**config.mk**
```make
export PLATFORM = sky130hd
export DESIGN_NAME = dvrt_ctrl
export DESIGN_NICKNAME = d
export VERILOG_FILES = /design/src/rtl/distance_vector_route_table_assert.svh /design/src/rtl/dvrt_pkg.sv /design/src/rtl/dvrt_ctrl.sv
export SDC_FILE = /design/constraint.sdc
export NUM_CORES = 1
export LEC_CHECK = 0
export ABC_AREA = 1
export BUFFER_PORTS_ARGS = -buffer_cell sky130_fd_sc_hd__buf_2
export CAP_MARGIN = 20
export CORE_AREA = 2 2 39 41
export CTS_CLUSTER_DIAMETER = 30
export DETAILED_ROUTE_END_ITERATION = 8
export DIE_AREA = 0 0 41 43
export PLACE_DENSITY = 0.78
export RECOVER_POWER = 50
export SYNTH_ARGS = -nofsm -noshare
export SYNTH_HDL_FRONTEND = slang
export SYNTH_SLANG_ARGS = --single-unit
```
**constraint.sdc**
```tcl
create_clock -name clock -period 1.4 [get_ports clock]
set_input_delay 0.07 -clock clock [delete_from_list [all_inputs] [get_ports clock]]
set_output_delay 0.07 -clock clock [all_outputs]
set_load 0.005 [all_outputs]
```
**src/rtl/distance_vector_route_table_assert.svh**
```systemverilog
`ifndef DISTANCE_VECTOR_ROUTE_TABLE_ASSERT_SVH
`define DISTANCE_VECTOR_ROUTE_TABLE_ASSERT_SVH

// Checks a property on every rising clock edge outside reset.
`define DVRT_ASSERT(lbl, prop) \
   lbl: assert property (@(posedge clock) disable iff (reset) (prop)) \
      else $error("route table check failed");

// Checks a property on every rising clock edge, reset included.
`define DVRT_ASSERT_ALWAYS(lbl, prop) \
   lbl: assert property (@(posedge clock) (prop)) \
      else $error("route table check failed");

`endif

```
**src/rtl/dvrt_pkg.sv**
```systemverilog
package dvrt_pkg;

   // Table geometry.
   localparam int TABLE_DEPTH = 64;
   localparam int IDX_W       = (TABLE_DEPTH > 1) ? $clog2(TABLE_DEPTH) : 1;
   localparam int CNT_W       = $clog2(TABLE_DEPTH + 1);

   // Route constants.
   localparam logic [31:0] MAX_GOOD_METRIC = 32'd15;
   localparam logic [31:0] LOOPBACK_NET    = 32'h7F00_0000;
   localparam logic [31:0] LOCAL_SOURCE    = 32'hFFFF_FFF5;
   localparam logic [4:0]  METRIC_INFINITY = 5'd16;

   typedef enum logic [1:0] {
      OP_LEARN     = 2'd0,
      OP_INSTALL   = 2'd1,
      OP_ADVERTISE = 2'd2,
      OP_UNUSED    = 2'd3
   } op_type;

   typedef enum logic [2:0] {
      ST_ADDED       = 3'd0,
      ST_REPLACED    = 3'd1,
      ST_KEPT        = 3'd2,
      ST_METRIC_DROP = 3'd3,
      ST_LOOP_DROP   = 3'd4,
      ST_FULL        = 3'd5,
      ST_ADVERTISED  = 3'd6,
      ST_EMPTY       = 3'd7
   } route_status_type;

   // Source of the next result word.
   typedef enum logic [2:0] {
      SEL_METRIC_DROP,
      SEL_LOOP_DROP,
      SEL_FULL,
      SEL_ADDED,
      SEL_HIT,
      SEL_PEND_MORE,
      SEL_PEND_LAST,
      SEL_EMPTY
   } out_sel_type;

   typedef struct packed {
      logic [1:0]  operation;
      logic [31:0] address;
      logic [31:0] mask;
      logic [31:0] metric;
      logic [31:0] source;
   } req_type;

   typedef struct packed {
      logic [31:0] network;
      logic [31:0] net_mask;
      logic [4:0]  hop_metric;
      logic [2:0]  status;
      logic        last;
   } rsp_type;

   typedef struct packed {
      logic [31:0] network;
      logic [31:0] mask;
      logic [3:0]  metric;
      logic [31:0] source;
   } route_entry_type;

   // Controller to datapath.
   typedef struct packed {
      logic        req_load;
      logic        rd_clear;
      logic        rd_en;
      logic        rd_consume;
      logic        pend_load;
      logic        out_load;
      out_sel_type out_sel;
      logic        wr_hit;
      logic        wr_new;
   } dvrt_cmd_type;

   // Datapath to controller.
   typedef struct packed {
      op_type op;
      logic   drop_metric;
      logic   drop_loop;
      logic   rd_valid;
      logic   match;
      logic   qualify;
      logic   issue_more;
      logic   pend_valid;
      logic   out_free;
      logic   table_full;
      logic   hit_replace;
   } dvrt_status_type;

endpackage

```
**src/rtl/dvrt_ctrl.sv**
```systemverilog
module dvrt_ctrl
   import dvrt_pkg::*;
(
   input  logic            clock,
   input  logic            reset,
   input  logic            req_valid,
   output logic            req_stall,
   input  dvrt_status_type status,
   output dvrt_cmd_type    cmd
);

   typedef enum logic [3:0] {
      S_IDLE,
      S_DECODE,
      S_SEARCH,
      S_HIT,
      S_MISS,
      S_METRIC_DROP,
      S_LOOP_DROP,
      S_ADVERTISE,
      S_ADV_END
   } state_type;

   state_type state_ff;
   state_type state_in;
   logic      adv_consume;

   assign req_stall = (state_ff != S_IDLE);

   // An advertised entry can move to the holding slot unless that slot must
   // first be pushed out to a full result register.
   assign adv_consume = status.rd_valid &&
                        (!status.qualify || !status.pend_valid || status.out_free);

   // Next state and commands.
   always_comb begin
      state_in = state_ff;
      cmd      = '0;
      cmd.out_sel = SEL_EMPTY;
      unique case (state_ff)
         S_IDLE: begin
            if (req_valid) begin
               cmd.req_load = 1'b1;
               state_in     = S_DECODE;
            end
         end
         S_DECODE: begin
            unique case (status.op)
               OP_UNUSED: state_in = S_IDLE;
               OP_ADVERTISE: begin
                  cmd.rd_clear = 1'b1;
                  state_in     = S_ADVERTISE;
               end
               OP_LEARN, OP_INSTALL: begin
                  priority if (status.drop_metric) begin
                     state_in = S_METRIC_DROP;
                  end else if (status.drop_loop) begin
                     state_in = S_LOOP_DROP;
                  end else begin
                     cmd.rd_clear = 1'b1;
                     state_in     = S_SEARCH;
                  end
               end
            endcase
         end
         S_SEARCH: begin
            // One read a cycle; the read data holds once it matches.
            cmd.rd_consume = status.rd_valid && !status.match;
            cmd.rd_en      = status.issue_more && !(status.rd_valid && status.match);
            if (status.rd_valid && status.match) begin
               state_in = S_HIT;
            end else if (!status.issue_more && !status.rd_valid) begin
               state_in = S_MISS;
            end
         end
         S_HIT: begin
            cmd.out_sel = SEL_HIT;
            if (status.out_free) begin
               cmd.out_load = 1'b1;
               cmd.wr_hit   = status.hit_replace;
               state_in     = S_IDLE;
            end
         end
         S_MISS: begin
            cmd.out_sel = status.table_full ? SEL_FULL : SEL_ADDED;
            if (status.out_free) begin
               cmd.out_load = 1'b1;
               cmd.wr_new   = !status.table_full;
               state_in     = S_IDLE;
            end
         end
         S_METRIC_DROP: begin
            cmd.out_sel = SEL_METRIC_DROP;
            if (status.out_free) begin
               cmd.out_load = 1'b1;
               state_in     = S_IDLE;
            end
         end
         S_LOOP_DROP: begin
            cmd.out_sel = SEL_LOOP_DROP;
            if (status.out_free) begin
               cmd.out_load = 1'b1;
               state_in     = S_IDLE;
            end
         end
         S_ADVERTISE: begin
            // A qualifying entry pushes the previous one out as a non-final result.
            cmd.out_sel    = SEL_PEND_MORE;
            cmd.rd_consume = adv_consume;
            cmd.rd_en      = status.issue_more && (!status.rd_valid || adv_consume);
            if (adv_consume && status.qualify) begin
               cmd.pend_load = 1'b1;
               cmd.out_load  = status.pend_valid;
            end
            if (!status.issue_more && !status.rd_valid) begin
               state_in = S_ADV_END;
            end
         end
         S_ADV_END: begin
            cmd.out_sel = status.pend_valid ? SEL_PEND_LAST : SEL_EMPTY;
            if (status.out_free) begin
               cmd.out_load = 1'b1;
               state_in     = S_IDLE;
            end
         end
         default: state_in = S_IDLE;
      endcase
   end

   // State register.
   always_ff @(posedge clock) begin
      if (reset) begin
         state_ff <= S_IDLE;
      end else begin
         state_ff <= state_in;
      end
   end

endmodule

```
==> results.json <==
{
  "run_status": "complete, but fails checks",
  "violations": "negative setup slack",
  "nFillCells": 140,
  "fin_ws_ns": -0.0518,
  "crit_type": "reg2out",
  "internal_power_uw": 778,
  "core-area_mm2": 0.00138,
  "firstDrtPassIters": 4,
  "wl_per_cell_um": 10.7,
  "required_ns": 1.33,
  "hold_path.class": "in2reg",
  "path_max_fanout": 4,
  "initial_core_util_pct": 35.2,
  "area_growth_pct": 69.2,
  "die_area_mm2": 0.00176,
  "power-per-cell-area_mw_per_mm2": 1820,
  "layout_common_cells": "26 x buf_2, 21 x nand2_1, 14 x nor2_1, 13 x inv_1, 6 x buf_4",
  "largest_register_ffs": 4,
  "finalSetupViolCount": 3,
  "relSlewSlack_pct": 84.4,
  "ys_seq_area_share_pct": 16.5,
  "pwr-share-comb_pct": 71.3,
  "fmax_mhz": 689,
  "cp-end-kind": "output pin",
  "clock_latency_ns": 0.24,
  "fp-row-count": 14,
  "rsz0062_at_grt": "true",
  "path_clk_slew_ns": 0.04,
  "finalCriticalPeriod_ns": 1.45,
  "cap_violations": 0,
  "top_layer_used": "met4",
  "peakVddDrop_v": 0.000980,
  "synth-seq-cells": 4,
  "nNetsFinal": 144,
  "drt_wl_total_um": 1530,
  "min_to": "state_ff[3]",
  "antenna_found_initial": 0,
  "syn_area_per_cell_um2": 5.41,
  "fp.dieH_um": 43,
  "tightest_slew_ns": 0.231,
  "synth-edff-count": 0,
  "reg.largest.list": "state_ff (4)",
  "grt_usage_pct": 18.3,
  "wl_met1_um": 627,
  "drt_iter0_drc": 5,
  "rr_worst_depth": 9,
  "synthArstFlopShare_pct": 0,
  "switching_share_pct": 48.1,
  "cts_num_sinks": 4,
  "route.met3.wl_um": 72,
  "pwr-share-clk_pct": 9.7,
  "synthDistinctLibCells": 19,
  "vias": 700,
  "power.leakage_uw": 0.000431,
  "p_switching_uw": 721,
  "placed_cell_area_um2": 652,
  "r2r_end": "state_ff[2]",
  "ant_nets": 0,
  "postLayoutCellArea_um2": 823,
  "fin_skew_ns": 0.0000480,
  "syn-num-nets": 105,
  "cp-start-kind": "register",
  "min_period_over_period_pct": 104,
  "grt_max_degree": 7,
  "holdCritStartpoint": "reset",
  "utilization_pct": 59.5,
  "clock-root-buffer": "clkbuf_4",
  "top_register": "state_ff",
  "gp_congestion": 0.851,
  "cts_tree": "done",
  "cts_buffers": 3,
  "hpwl_um": 1040,
  "ios": 27,
  "first_global_vias": 599,
  "worstPathArrival_ns": 1.38,
  "n_antenna_cell": 0,
  "hold_viol_final": 0,
  "globalRouteOverflowTotal": 0,
  "netlist_instances": 90,
  "synth-main-ff-cell": "dfxtp_1",
  "chipWidth_um": 41,
  "slew_viol_final": 0,
  "drc": 0,
  "grt_pass1_wl_um": 2270,
  "r2r_start": "state_ff[3]",
  "drive_gt1_share_pct": 48.8,
  "hold_depth": 4,
  "r2r_slack_ns": 0.10,
  "syn-cell-area_um2": 487,
  "final_common_cell": "buf_2",
  "viasPerCell": 4.90,
  "met2_length_um": 819,
  "cts_buffer_depth": 2,
  "htree_num_levels": 1,
  "io_buffer_count": 26,
  "yosys_warnings": 0,
  "power_frac_seq_pct": 19.0
}
Yosys cell counts, types with 2 or more instances:
library cell	n	area, um^2
dfxtp_1	4	80.1
nor3_1	2	10.0
a21oi_1	2	10.0
o21ai_0	4	20.0
nor2_2	4	25.0
nand3_1	7	35.0
nor2_1	18	67.6
inv_1	14	52.6
nand2_1	24	90.1
o211ai_1	2	15.0
layout make-up:
cell class | count | area [um^2] | share of cell area (%)
multi-input cells | 72 | 435 | 52.9
repair buffers | 34 | 198 | 24.0
flip-flops and latches | 4 | 95.1 | 11.6
inverters | 14 | 52.6 | 6.38
clock buffers | 3 | 22.5 | 2.74
well taps | 16 | 20.0 | 2.43
power by group through the flow:
| stage | clock (uW) | combinational (uW) | sequential, uW |
|---|---|---|---|
| floorplan | 0 | 533 | 205 |
| global placement | 0 | 780 | 217 |
| detailed placement | 0 | 791 | 219 |
| finish | 145 | 1070 | 285 |
| CTS | 153 | 920 | 254 |
| global route | 158 | 1180 | 291 |
per-stage QoR:
| step | setup slack (ns) | power (uW) | std cells | setup TNS, ns | hold slack, ns |
|---|---|---|---|---|---|
| 2_1_floorplan | 0.200 | 738 | 90 | 0 | 0.205 |
| 3_3_place_gp | 0.0996 | 997 | 134 | 0 | 0.349 |
| 3_5_place_dp | 0.0560 | 1010 | 134 | 0 | 0.354 |
| 4_1_cts | -0.0192 | 1330 | 141 | -0.0405 | 0.0933 |
| 5_1_grt | -0.115 | 1620 | 143 | -0.490 | 0.116 |
| 6_report | -0.0518 | 1500 | 143 | -0.0754 | 0.0986 |
routing by layer:
layer	vias to the layer above	track usage [%]
met3	2	3.14
li1	369	-
met5	-	0
met1	309	21.5
met4	0	6.00
met2	20	31.3
how the worst max path moves through the flow:
stage,startpoint,end,slack [ns],cells past startpoint
5_1_grt,state_ff[0],cmd[2],-0.11,6
6_report,state_ff[0],cmd[2],-0.05,6
3_5_place_dp,state_ff[3],state_ff[2],0.06,8
2_1_floorplan,state_ff[3],state_ff[2],0.20,8
3_3_place_gp,state_ff[1],state_ff[2],0.1,9
4_1_cts,state_ff[1],cmd[2],-0.02,6
cells by family after synthesis:
logic type      Yosys count  synth area share (%)
flops                     4                  16.5
compound gates           13                  19.0
simple gates             59                  53.7
buf+inv                  14                  10.8
timing repair:
item	4_1_cts	5_1_grt
buffers inserted	4	2
gates resized for setup	15	17
pin swaps	4	8
hold buffers	0	0
setup endpoints to repair	6	12
worst max-delay path, cell delays in order, from the launching register on:
cell and delay [ns]:
dfxtp_4 0.36, nor2_4 0.14, nand3_2 0.10, buf_6 0.13, o211ai_1 0.10, o2111ai_1 0.15
buf_2 0.15
Power figures use the tool's default switching activity.
